### src/hw/rtl/dhcp_option_scanner_top_defines.svh
// Assertion macros of the DHCP option scanner RTL.
`ifndef DHCP_OPTION_SCANNER_TOP_DEFINES_SVH
`define DHCP_OPTION_SCANNER_TOP_DEFINES_SVH

`ifndef SYNTH
// Checked at every clock edge outside reset.
`define DOS_ASSERT(label, prop) \
   label: assert property (@(posedge clock) disable iff (reset) (prop)) \
      else $error("dhcp option scanner: assertion failed");
// Checked at every clock edge, including those in reset.
`define DOS_ASSERT_ALWAYS(label, prop) \
   label: assert property (@(posedge clock) (prop)) \
      else $error("dhcp option scanner: assertion failed");
`else
`define DOS_ASSERT(label, prop)
`define DOS_ASSERT_ALWAYS(label, prop)
`endif

`endif

### src/hw/rtl/dos_pkg.sv
// Types and constants of the DHCP option scanner.
package dos_pkg;

   // Field widths.
   localparam int OPT_W      = 8;
   localparam int ADDR_W     = 32;
   localparam int LEN_W      = 8;
   localparam int TAKEN_W    = 3;
   localparam int CSR_DATA_W = 32;
   localparam int CSR_IDX_W  = 1;

   // Configuration register indexes.
   localparam logic [CSR_IDX_W-1:0] CSR_POOL_FIRST = 1'b0;
   localparam logic [CSR_IDX_W-1:0] CSR_POOL_LAST  = 1'b1;

   // Option codes of interest.
   localparam logic [OPT_W-1:0] CODE_PAD  = 8'd0;
   localparam logic [OPT_W-1:0] CODE_END  = 8'd255;
   localparam logic [OPT_W-1:0] CODE_TYPE = 8'd53;
   localparam logic [OPT_W-1:0] CODE_ADDR = 8'd50;

   // Length of a well-formed requested-address record.
   localparam logic [LEN_W-1:0]   ADDR_LEN   = 8'd4;
   localparam logic [TAKEN_W-1:0] ADDR_BYTES = 3'd4;

   // Scan phase, one-hot.
   typedef enum logic [3:0] {
      PH_CODE = 4'b0001,
      PH_LEN  = 4'b0010,
      PH_DATA = 4'b0100,
      PH_STOP = 4'b1000
   } phase_type;

   // Which record the current data bytes belong to.
   typedef enum logic [1:0] {
      TG_NONE      = 2'd0,
      TG_TYPE      = 2'd1,
      TG_ADDR      = 2'd2,
      TG_TYPE_REST = 2'd3
   } target_type;

endpackage

### src/hw/rtl/dos_if.sv
// Request and result channel interfaces of the DHCP option scanner.
interface dos_req_if;
   import dos_pkg::*;
   logic             valid;
   logic             ready;
   logic [OPT_W-1:0] opt_byte;
   logic             last_byte;
   modport source (output valid, opt_byte, last_byte, input ready);
   modport sink   (input valid, opt_byte, last_byte, output ready);
endinterface

interface dos_rsp_if;
   import dos_pkg::*;
   logic              valid;
   logic              ready;
   logic [OPT_W-1:0]  msg_kind;
   logic              req_addr_valid;
   logic [ADDR_W-1:0] req_addr;
   logic              req_addr_in_pool;
   logic              truncated;
   modport source (output valid, msg_kind, req_addr_valid, req_addr, req_addr_in_pool,
                   truncated, input ready);
   modport sink   (input valid, msg_kind, req_addr_valid, req_addr, req_addr_in_pool,
                   truncated, output ready);
endinterface

### src/hw/rtl/dhcp_option_scanner_top.sv
// DHCP options-area scanner: walks option records and reports type and requested address.
//
// Usage: the options area of one message enters on req_chan, one byte per request,
// with last_byte set on its final byte. Only that final request produces a result on
// rsp_chan: the message type, the requested address with its valid and in-pool flags,
// and whether a wanted record was cut short. Bytes beyond OPTIONS_BYTES are ignored.
// The pool bounds are to be written through the csr_ port while no message is in
// flight; the block itself does not enforce this. Throughput: one request per cycle
// while req_chan.ready is high; the scan state is updated by the byte as it is taken,
// so there is no per-message gap. A final byte loads the capture register as it is
// taken; the pool compare then feeds the result register, which drives rsp_chan.
// Reset clears the scan state, the pool bounds and the valid flags of both result stages.
// When the receiver stalls, the result register holds and the capture stage fills;
// requests keep being taken until a second result is waiting behind the first, and
// req_chan.ready then drops until the result register drains.
module dhcp_option_scanner_top #(
   parameter int OPTIONS_BYTES = 308
) (
   input  logic                           clock,
   input  logic                           reset,
   dos_req_if.sink                        req_chan,
   dos_rsp_if.source                      rsp_chan,
   input  logic                           csr_wr_en,
   input  logic [dos_pkg::CSR_IDX_W-1:0]  csr_index,
   input  logic [dos_pkg::CSR_DATA_W-1:0] csr_wdata
);
   import dos_pkg::*;
`include "dhcp_option_scanner_top_defines.svh"

   localparam int POS_W = $clog2(OPTIONS_BYTES + 1);
   localparam logic [POS_W-1:0] POS_LIMIT = POS_W'(OPTIONS_BYTES);

   // Configuration registers.
   logic [ADDR_W-1:0] pool_first_ff;
   logic [ADDR_W-1:0] pool_last_ff;

   // Per-message scan state.
   phase_type           phase_ff, phase_in;
   target_type          target_ff, target_in;
   logic [POS_W-1:0]    pos_ff, pos_in;
   logic [LEN_W-1:0]    remaining_ff, remaining_in;
   logic                type_seen_ff, type_seen_in;
   logic [OPT_W-1:0]    type_value_ff, type_value_in;
   logic                addr_seen_ff, addr_seen_in;
   logic                addr_len_ok_ff, addr_len_ok_in;
   logic [TAKEN_W-1:0]  taken_ff, taken_in;
   logic [ADDR_W-1:0]   addr_shift_ff, addr_shift_in;

   // Capture stage: scan outcome of a finished message.
   logic                s1_valid_ff;
   logic [OPT_W-1:0]    s1_type_ff, s1_type_in;
   logic                s1_addr_valid_ff, s1_addr_valid_in;
   logic [ADDR_W-1:0]   s1_addr_ff, s1_addr_in;
   logic                s1_trunc_ff, s1_trunc_in;

   // Result register.
   logic                out_valid_ff;
   logic [OPT_W-1:0]    out_type_ff;
   logic                out_addr_valid_ff;
   logic [ADDR_W-1:0]   out_addr_ff;
   logic                out_in_pool_ff;
   logic                out_trunc_ff;

   logic out_move;
   logic s1_move;
   logic take;
   logic [OPT_W-1:0] b;

   // Handshake: the result register moves when empty or taken, the capture stage
   // moves into it, and requests are taken while the capture stage has room.
   assign out_move = !out_valid_ff || rsp_chan.ready;
   assign s1_move  = s1_valid_ff && out_move;
   assign req_chan.ready = !s1_valid_ff || out_move;
   assign take = req_chan.valid && req_chan.ready;
   assign b = req_chan.opt_byte;

   // Configuration writes.
   always_ff @(posedge clock) begin
      if (reset) begin
         pool_first_ff <= '0;
         pool_last_ff  <= '0;
      end else if (csr_wr_en) begin
         case (csr_index)
            CSR_POOL_FIRST: pool_first_ff <= csr_wdata;
            CSR_POOL_LAST:  pool_last_ff  <= csr_wdata;
            default: ;
         endcase
      end
   end

   // One step of the record walk, then the outcome and the clear on the final byte.
   always_comb begin
      phase_in      = phase_ff;
      target_in     = target_ff;
      pos_in        = pos_ff;
      remaining_in  = remaining_ff;
      type_seen_in  = type_seen_ff;
      type_value_in = type_value_ff;
      addr_seen_in  = addr_seen_ff;
      addr_len_ok_in = addr_len_ok_ff;
      taken_in      = taken_ff;
      addr_shift_in = addr_shift_ff;

      if (pos_ff < POS_LIMIT) begin
         pos_in = pos_ff + 1'b1;
         case (phase_ff)
            PH_CODE: begin
               if (b == CODE_END) begin
                  phase_in = PH_STOP;
               end else if (b != CODE_PAD) begin
                  target_in = TG_NONE;
                  if (b == CODE_TYPE && !type_seen_ff) begin
                     type_seen_in = 1'b1;
                     target_in    = TG_TYPE;
                  end else if (b == CODE_ADDR && !addr_seen_ff) begin
                     addr_seen_in = 1'b1;
                     target_in    = TG_ADDR;
                  end
                  phase_in = PH_LEN;
               end
            end
            PH_LEN: begin
               remaining_in = b;
               if (target_ff == TG_ADDR) begin
                  addr_len_ok_in = (b == ADDR_LEN);
               end
               if (b == '0) begin
                  phase_in  = PH_CODE;
                  target_in = TG_NONE;
               end else begin
                  phase_in = PH_DATA;
               end
            end
            PH_DATA: begin
               if (target_ff == TG_TYPE) begin
                  type_value_in = b;
                  target_in     = TG_TYPE_REST;
               end else if (target_ff == TG_ADDR && addr_len_ok_ff && taken_ff < ADDR_BYTES) begin
                  addr_shift_in = {addr_shift_ff[ADDR_W-OPT_W-1:0], b};
                  taken_in      = taken_ff + 1'b1;
               end
               remaining_in = remaining_ff - 1'b1;
               if (remaining_ff == LEN_W'(1)) begin
                  phase_in  = PH_CODE;
                  target_in = TG_NONE;
               end
            end
            PH_STOP: ;
            default: ;
         endcase
      end

      // Outcome of the message as it stands after this byte.
      s1_type_in       = type_value_in;
      s1_addr_valid_in = addr_seen_in && addr_len_ok_in && (taken_in == ADDR_BYTES);
      s1_addr_in       = s1_addr_valid_in ? addr_shift_in : '0;
      s1_trunc_in      = (target_in != TG_NONE) &&
                         (phase_in == PH_LEN || phase_in == PH_DATA);

      // The final byte returns the scan to its starting state.
      if (req_chan.last_byte) begin
         phase_in       = PH_CODE;
         target_in      = TG_NONE;
         pos_in         = '0;
         remaining_in   = '0;
         type_seen_in   = 1'b0;
         type_value_in  = '0;
         addr_seen_in   = 1'b0;
         addr_len_ok_in = 1'b0;
         taken_in       = '0;
         addr_shift_in  = '0;
      end
   end

   // Scan state registers, updated on each request taken.
   always_ff @(posedge clock) begin
      if (reset) begin
         phase_ff       <= PH_CODE;
         target_ff      <= TG_NONE;
         pos_ff         <= '0;
         remaining_ff   <= '0;
         type_seen_ff   <= 1'b0;
         type_value_ff  <= '0;
         addr_seen_ff   <= 1'b0;
         addr_len_ok_ff <= 1'b0;
         taken_ff       <= '0;
         addr_shift_ff  <= '0;
      end else if (take) begin
         phase_ff       <= phase_in;
         target_ff      <= target_in;
         pos_ff         <= pos_in;
         remaining_ff   <= remaining_in;
         type_seen_ff   <= type_seen_in;
         type_value_ff  <= type_value_in;
         addr_seen_ff   <= addr_seen_in;
         addr_len_ok_ff <= addr_len_ok_in;
         taken_ff       <= taken_in;
         addr_shift_ff  <= addr_shift_in;
      end
   end

   // Capture stage: loaded by a final byte.
   always_ff @(posedge clock) begin
      if (reset) begin
         s1_valid_ff <= 1'b0;
      end else if (take && req_chan.last_byte) begin
         s1_valid_ff <= 1'b1;
      end else if (s1_move) begin
         s1_valid_ff <= 1'b0;
      end
   end

   always_ff @(posedge clock) begin
      if (take && req_chan.last_byte) begin
         s1_type_ff       <= s1_type_in;
         s1_addr_valid_ff <= s1_addr_valid_in;
         s1_addr_ff       <= s1_addr_in;
         s1_trunc_ff      <= s1_trunc_in;
      end
   end

   // Result register: the pool bounds check is done on the way in.
   always_ff @(posedge clock) begin
      if (reset) begin
         out_valid_ff <= 1'b0;
      end else if (out_move) begin
         out_valid_ff <= s1_valid_ff;
      end
   end

   always_ff @(posedge clock) begin
      if (s1_move) begin
         out_type_ff       <= s1_type_ff;
         out_addr_valid_ff <= s1_addr_valid_ff;
         out_addr_ff       <= s1_addr_ff;
         out_in_pool_ff    <= s1_addr_valid_ff && (s1_addr_ff >= pool_first_ff) &&
                              (s1_addr_ff <= pool_last_ff);
         out_trunc_ff      <= s1_trunc_ff;
      end
   end

   assign rsp_chan.valid            = out_valid_ff;
   assign rsp_chan.msg_kind         = out_type_ff;
   assign rsp_chan.req_addr_valid   = out_addr_valid_ff;
   assign rsp_chan.req_addr         = out_addr_ff;
   assign rsp_chan.req_addr_in_pool = out_in_pool_ff;
   assign rsp_chan.truncated        = out_trunc_ff;

   // A result in the pool always carries a valid address.
   `DOS_ASSERT(a_pool_needs_valid, out_valid_ff && out_in_pool_ff |-> out_addr_valid_ff)
   // An invalid address is reported as zero.
   `DOS_ASSERT(a_invalid_addr_zero, out_valid_ff && !out_addr_valid_ff |-> out_addr_ff == '0)
   // A waiting capture stage behind a stalled result blocks requests.
   `DOS_ASSERT(a_full_blocks, s1_valid_ff && !out_move |-> !req_chan.ready)
   // A final byte leaves the scan at its starting state.
   `DOS_ASSERT(a_final_clears, take && req_chan.last_byte |=> phase_ff == PH_CODE && pos_ff == '0)
   // Never more than four address bytes are gathered.
   `DOS_ASSERT(a_taken_bound, taken_ff <= ADDR_BYTES)
   // Nothing is offered right after reset.
   `DOS_ASSERT_ALWAYS(a_reset_empty, reset |=> !out_valid_ff && !s1_valid_ff)

endmodule
### src/flat_wrapper.sv
// flat-port wrapper written by rule: the top's interface ports become plain ports
module dhcp_option_scanner_top_flat import dos_pkg::*;
#(
   parameter int OPTIONS_BYTES = 308
)
  (clock, reset, csr_wr_en, csr_index, csr_wdata, req_chan_valid, req_chan_opt_byte, req_chan_last_byte, req_chan_ready, rsp_chan_valid, rsp_chan_msg_kind, rsp_chan_req_addr_valid, rsp_chan_req_addr, rsp_chan_req_addr_in_pool, rsp_chan_truncated, rsp_chan_ready);
  dos_req_if req_chan_i ();
  dos_rsp_if rsp_chan_i ();
  input  logic clock;
  input  logic reset;
  input  logic csr_wr_en;
  input  logic [dos_pkg::CSR_IDX_W-1:0] csr_index;
  input  logic [dos_pkg::CSR_DATA_W-1:0] csr_wdata;
  input wire logic [$bits(req_chan_i.valid)-1:0] req_chan_valid;
  input wire logic [$bits(req_chan_i.opt_byte)-1:0] req_chan_opt_byte;
  input wire logic [$bits(req_chan_i.last_byte)-1:0] req_chan_last_byte;
  output wire logic [$bits(req_chan_i.ready)-1:0] req_chan_ready;
  output wire logic [$bits(rsp_chan_i.valid)-1:0] rsp_chan_valid;
  output wire logic [$bits(rsp_chan_i.msg_kind)-1:0] rsp_chan_msg_kind;
  output wire logic [$bits(rsp_chan_i.req_addr_valid)-1:0] rsp_chan_req_addr_valid;
  output wire logic [$bits(rsp_chan_i.req_addr)-1:0] rsp_chan_req_addr;
  output wire logic [$bits(rsp_chan_i.req_addr_in_pool)-1:0] rsp_chan_req_addr_in_pool;
  output wire logic [$bits(rsp_chan_i.truncated)-1:0] rsp_chan_truncated;
  input wire logic [$bits(rsp_chan_i.ready)-1:0] rsp_chan_ready;
  assign req_chan_i.valid = req_chan_valid;
  assign req_chan_i.opt_byte = req_chan_opt_byte;
  assign req_chan_i.last_byte = req_chan_last_byte;
  assign req_chan_ready = req_chan_i.ready;
  assign rsp_chan_valid = rsp_chan_i.valid;
  assign rsp_chan_msg_kind = rsp_chan_i.msg_kind;
  assign rsp_chan_req_addr_valid = rsp_chan_i.req_addr_valid;
  assign rsp_chan_req_addr = rsp_chan_i.req_addr;
  assign rsp_chan_req_addr_in_pool = rsp_chan_i.req_addr_in_pool;
  assign rsp_chan_truncated = rsp_chan_i.truncated;
  assign rsp_chan_i.ready = rsp_chan_ready;
  dhcp_option_scanner_top #(.OPTIONS_BYTES(OPTIONS_BYTES)) u_core (.clock(clock), .reset(reset), .req_chan(req_chan_i), .rsp_chan(rsp_chan_i), .csr_wr_en(csr_wr_en), .csr_index(csr_index), .csr_wdata(csr_wdata));
endmodule
### config.mk
export PLATFORM = sky130hd
export DESIGN_NAME = dhcp_option_scanner_top_flat
export DESIGN_NICKNAME = d
export VERILOG_FILES = /design/src/hw/rtl/dos_pkg.sv /design/src/hw/rtl/dos_if.sv /design/src/hw/rtl/dhcp_option_scanner_top.sv /design/src/flat_wrapper.sv
export VERILOG_INCLUDE_DIRS = /design/src /design/src/hw/rtl
export SDC_FILE = /design/constraint.sdc
export NUM_CORES = 1
export LEC_CHECK = 0
export ABC_AREA = 1
export ABC_CLOCK_PERIOD_IN_PS = 7550
export BUFFER_PORTS_ARGS = -buffer_cell sky130_fd_sc_hd__buf_2
export CAP_MARGIN = 30
export CORE_MARGIN = 8
export CORE_UTILIZATION = 60
export DETAILED_ROUTE_END_ITERATION = 16
export GPL_ROUTABILITY_DRIVEN = 1
export GPL_TIMING_DRIVEN = 0
export HOLD_SLACK_MARGIN = 0.1
export PLACE_DENSITY = 0.92
export REMOVE_ABC_BUFFERS = 1
export SYNTH_ARGS = -nofsm -noshare
export SYNTH_HDL_FRONTEND = slang
export SYNTH_SLANG_ARGS = --single-unit
### constraint.sdc
create_clock -name clock -period 7.55 [get_ports clock]
set_input_delay 0.755 -clock clock [delete_from_list [all_inputs] [get_ports clock]]
set_output_delay 0.755 -clock clock [all_outputs]
set_load 0.005 [all_outputs]
---- Word-level counts from Yosys, hierarchy flattened ----
Index checks and enable logic that the tools add are counted.
word-level totals
  flip-flop bits (word level) ............. 220
  input port bits ......................... 47
  output and inout port bits .............. 45
cells by class
  add/subtract/negate cells ............... 3
  muxes and demuxes ....................... 55
  bitwise operators ....................... 1
  eq/ne operators ......................... 14
  reduce and logical (&&, ||, !) cells .... 33
  $lt $le $gt $ge ......................... 4
operators by type and width
  cell                                                                   count
  32-bit 2-to-1 mux                                                      5
  8-bit 2-to-1 mux                                                       6
  32-bit greater-or-equal comparator                                     1
  32-bit less-or-equal comparator                                        1
  4-bit 2-to-1 mux                                                       5
  1-bit 2-to-1 mux                                                       19
  2-bit 2-to-1 mux                                                       9
  3-bit 2-to-1 mux                                                       6
  9-bit 2-to-1 mux                                                       2
  8-bit by 6-bit equality test with 1-bit output, second input constant  2
  8-bit one-hot mux with 2 select lines                                  1
  1-bit logical AND                                                      12
  4-bit one-hot mux with 3 select lines                                  1
  2-bit nonzero test                                                     6
  9-bit by 1-bit adder with 9-bit output, second input constant          1
  9-bit < comparator, second input constant                              1
  4-bit by 2-bit equality test with 1-bit output, second input constant  2
  4-bit by 3-bit equality test with 1-bit output, second input constant  2
  8-bit by 1-bit equality test with 1-bit output, second input constant  1
  8-bit by 3-bit equality test with 1-bit output, second input constant  1
  8-bit equality test, second input constant                             1
  8-bit logical NOT                                                      1
  8-bit nonzero test                                                     1
  8-bit by 1-bit subtractor with 8-bit output, second input constant     1
  15 further kinds                                                       22

---- Longest topological paths before layout ----
  depth after elaboration ................. 10
  depth in mapped cells ................... 14

---- Worst setup path before layout ----
No wires, ideal clock.
  path kind ............................... input -> register
  start point ............................. in rsp_chan_ready
  end point ............................... reg u_core.out_type_ff[0] (netlist: u_core.rsp_chan.msg_kind[0]) (enable)
  data required time ...................... 7092 ps
  setup time .............................. 458 ps
  setup slack ............................. 4185 ps
  arrival ................................. 2907 ps
  stages .................................. 2
  cells stage by stage .................... inv_1 a21oi_1
between the ends
  cells in the longest elaborated chain, start to end .. 2
RTL lines
  element               RTL line                        text
  from (decl)           flat_wrapper.sv:24              input wire logic [$bits(rsp_chan_i.ready)-1:0] rsp_chan_ready;
  1-bit logical OR      dhcp_option_scanner_top.sv:71   assign out_move = !out_valid_ff || rsp_chan.ready;
  1-bit logical AND     dhcp_option_scanner_top.sv:72   assign s1_move = s1_valid_ff && out_move;
  net u_core.s1_move    dhcp_option_scanner_top.sv:65   logic s1_move;
  to (signal assigned)  dhcp_option_scanner_top.sv:233  out_type_ff <= s1_type_ff;
  to (decl)             dhcp_option_scanner_top.sv:58   logic [OPT_W-1:0] out_type_ff;
The timed path passes the listed nets, and every way through them passes these cells.
A chain may end at the register's enable or synchronous reset.

---- Final worst setup path ----
  start point ............................. reg u_core.pos_ff[4]
  end point ............................... reg u_core.s1_addr_ff[2] (data pin)
between the ends
  cells in the longest elaborated chain, start to end .. 4
  elaborated cells on any way between the ends .. 8
  those cells by class .................... 1 x order compare; 1 x eq/ne; 4 x mux; 2 x reduce/logical
RTL lines
  element                                                          RTL line                        text
  from (decl)                                                      dhcp_option_scanner_top.sv:40   logic [POS_W-1:0] pos_ff, pos_in;
  from (signal assigned)                                           dhcp_option_scanner_top.sv:191  pos_ff <= pos_in;
  9-bit < comparator (*)                                           dhcp_option_scanner_top.sv:104  if (pos_ff < POS_LIMIT) begin
  3-bit 2-to-1 mux / 1-bit 2-to-1 mux (equally long branches)      dhcp_option_scanner_top.sv:104
  3-bit equality test / 1-bit logical AND (equally long branches)  dhcp_option_scanner_top.sv:155  s1_addr_valid_in = addr_seen_in && addr_len_ok_in && (taken_in == ADDR_BYTES);
  1-bit logical AND                                                dhcp_option_scanner_top.sv:155
  to (signal assigned)                                             dhcp_option_scanner_top.sv:217  s1_addr_ff <= s1_addr_in;
  to (decl)                                                        dhcp_option_scanner_top.sv:53   logic [ADDR_W-1:0] s1_addr_ff, s1_addr_in;
Mark *: on every way between the ends. The rest lies on a longest branch, timed or not.

==> out/summary.txt <==
status -> completed
Max Freq -> 316 MHz
R2R Path Start -> u_core.pos_ff[4]$_SDFFE_PP0P_
non-filler cells, final -> 1534
H-tree Lvls -> 1
Detail Route Antenna Nets -> 0
Layout Area Growth over Synthesis -> 12.5%
largest family of logic cells by synthesized area -> compound AO/OA/AOI/OAI gates
DR iter-0 viols -> 655
mux share of post-synthesis cell area -> 0%
layout cell share with drive strength beyond 1 -> 14.5%
RR Endpoint -> u_core.s1_addr_ff[2]$_SDFFCE_PN0P_
Adder-Cell Fraction of Synth Area -> 8.01%
RSZ-0062 raised after global routing -> no
Clock Path Buffers -> 3
EDFF count, synth -> 85
count of port buffers added during placement -> 91
CP Capture Type -> flop
Hold Vio Cnt, Final -> 0
Worst-path clk slew -> 0.06 ns
Final TNS setup -> 0 ns
most common cell in the netlist -> nand2_1
vias in the first global route -> 8497
worst hold path type -> flop to flop
register area share after synthesis -> 49.4%
routed wire length -> 24100 µm
Setup crit start -> u_core.pos_ff[4]$_SDFFE_PP0P_
fin crit period -> 3.16 ns
Setup Slack @ Placement -> 4.54 ns
synth top area cells -> dfxtp_1 (25%), edfxtp_1 (24%), nand2_1 (8.1%)
die area -> 22200 µm²
post-synth top area share -> 25.4%
synthesized area -> 10600 µm²
drt wl/cell -> 15.7 µm
synthesized flop and latch total -> 220
simple-gate share of the synthesized area -> 16.7%
Compound-Gate Fraction of Synth Area -> 17.4%
slew margin rel. -> 34.4%
ys flop type -> dfxtp_1
CORE AREA -> 17300 µm²
max-slew violations -> 0
R2R Setup Slk -> 4.39 ns
unique cell type count in the Yosys netlist -> 42
largest net degree at the start of global routing -> 101
CP max FO -> 100
initial antenna violation count -> 0
Reg2Reg Depth -> 10
commonest cells in the netlist -> nand2_1 (229), a21oi_1 (163), inv_1 (146)
CTS resizes -> 0
Avg Vias per Cell -> 5.66
most frequent CP cell -> nand2_1
Synth async-reset ratio -> 0%
Worst EP required -> 7.86 ns
Critical-path top delay cell -> nand2_4
pwr dens -> 221 nW/µm²
global-route wire length before repair -> 39300 µm
Setup Buffers After CTS -> 0
Tot GR Track Use -> 21.2%
Starting Density -> 61.4%
CTS Root Cell -> clkbuf_16
DP Cell Count -> 1493
DRC -> 0
Lkg Pwr -> 4.73 nW
Clock Skew -> 0.0227 ns
TritonCTS clock tree -> yes
IR drop worst, VDD -> 0.164 mV
Largest delay share family, worst path -> simple AND/OR/NAND/NOR gates
drt pass-1 iters -> 5
average cell area after synthesis -> 8.67 µm²
Skew-Pair Late Insertion Delay -> 0.51 ns
hold buffers post-CTS -> 0
die width -> 149 µm
worst path bufs/invs -> 1
Routability Congestion -> 0.868
Pwr Total -> 2.64 mW
crit path cell chain -> nand2_2 > inv_2 > nand2_1 > nand2_1 > nand2_1 > nand2_4 > nand2_1 > o21ai_2 > nand3b_4 > nor3_1
HPWL Detailed -> 16400 µm
Startpoint Class -> flop
final setup fails -> 0
Max Cap Viol -> 0
yosys warns -> 0
clk sinks -> 220
gr ovfl total -> 0
worst-margin pin slew -> 0.981 ns
worst path arrival time -> 3.47 ns
cell count after synthesis -> 1226
max incr delay on CP -> 0.80 ns
crit path to -> u_core.s1_addr_ff[2]$_SDFFCE_PN0P_
WP depth -> 10
diode count -> 0
Num CTS Buffers -> 23
cell taking the most area after synthesis -> dfxtp_1
Vias -> 8679
post-synthesis xor/xnor area fraction -> 0.0824%
final worst slack -> 4.39 ns
Crit Path Class -> flop to flop
# IOs -> 92
Rows -> 48
NumNets Final -> 1408
height of the die -> 149 µm
period utilization -> 41.9%
==> registers in the layout, summed over array words and instances, names as in the netlist, 4 cells and up <==
register	count
u_core.pool_last_ff	32
u_core.phase_ff	4
u_core.pos_ff	9
u_core.s1_type_ff	8
u_core.remaining_ff	8
u_core.rsp_chan.req_addr	32
u_core.s1_addr_ff	32
u_core.rsp_chan.msg_kind	8
u_core.pool_first_ff	32
u_core.type_value_ff	8
u_core.addr_shift_ff	32
==> routing by layer <==
| layer | routed length, µm | track usage (%) | up-vias |
|---|---|---|---|
| met3 | 1690 | 3.46 | 63 |
| met5 | 0 | 0 | - |
| li1 | - | - | 4291 |
| met4 | 770 | 8.88 | 0 |
| met1 | 9550 | 24.7 | 4005 |
| met2 | 12100 | 37.8 | 320 |
==> cells in the final DEF (no fill, tap or decap), types with 2 or more instances in the layout <==
cell and instances:
inv_2 7, nand3_1 24, nor2_1 66, o21ai_2 3, a21oi_1 162, nor2_2 2, nor3_2 29, nor3_1 10
nor2_4 2, clkinv_1 4, o21bai_1 2, buf_2 91, clkbuf_16 24, o211ai_1 34, clkinv_2 4, inv_1 144
ha_1 68, clkbuf_8 4, dfxtp_1 135, o21ai_0 130, nand4_1 8, clkbuf_1 5, o21a_1 5, nand2_2 8
nand2_1 227, buf_12 7, edfxtp_1 85
==> power breakdown <==
group / switching (mW) / internal [mW] / total [mW]
Sequential: 0.0205 / 1.28 / 1.30
Clock: 0.446 / 0.653 / 1.10
Combinational: 0.158 / 0.0884 / 0.247
==> worst min-delay path by stage <==
stage / startpoint / slack, ns / endpoint / depth (start not counted)
global route: u_core.s1_type_ff[6]$_DFFE_PP_ / 0.43 / u_core.rsp_chan.msg_kind[6]$_DFFE_PP_ / 0
global placement: u_core.s1_type_ff[5]$_DFFE_PP_ / 0.40 / u_core.rsp_chan.msg_kind[5]$_DFFE_PP_ / 0
floorplan: u_core.s1_type_ff[0]$_DFFE_PP_ / 0.40 / u_core.rsp_chan.msg_kind[0]$_DFFE_PP_ / 0
finish: u_core.s1_trunc_ff$_DFFE_PP_ / 0.41 / u_core.rsp_chan.truncated$_DFFE_PP_ / 0
CTS: u_core.s1_trunc_ff$_DFFE_PP_ / 0.42 / u_core.rsp_chan.truncated$_DFFE_PP_ / 0
detailed placement: u_core.s1_type_ff[0]$_DFFE_PP_ / 0.40 / u_core.rsp_chan.msg_kind[0]$_DFFE_PP_ / 0
==> stage by stage <==
step                util [%]  area, µm²  hold WS (ns)
floorplan                  -      10300         0.400
detailed placement      64.9      11200         0.405
global route            69.1      12000         0.431
CTS                     69.1      12000         0.416
global placement        63.9      11100         0.404
finish                  69.1      12000         0.413
==> kinds of logic after synthesis <==
logic type	after synthesis
fa+ha+maj	68
buf+inv	209
flops	220
simple gates	385
xor+xnor	1
compound gates	343
==> final cells by class <==
class / count / area [µm²]
Timing Repair Buffer: 98 / 596
Multi-Input combinational cell: 797 / 4510
Sequential cell: 220 / 5260
Fill cell: 1182 / 5340
Inverter: 153 / 574
Clock buffer: 33 / 674
Clock inverter: 8 / 65.1
Tap cell: 225 / 282
(Power assumes the default switching activity.)
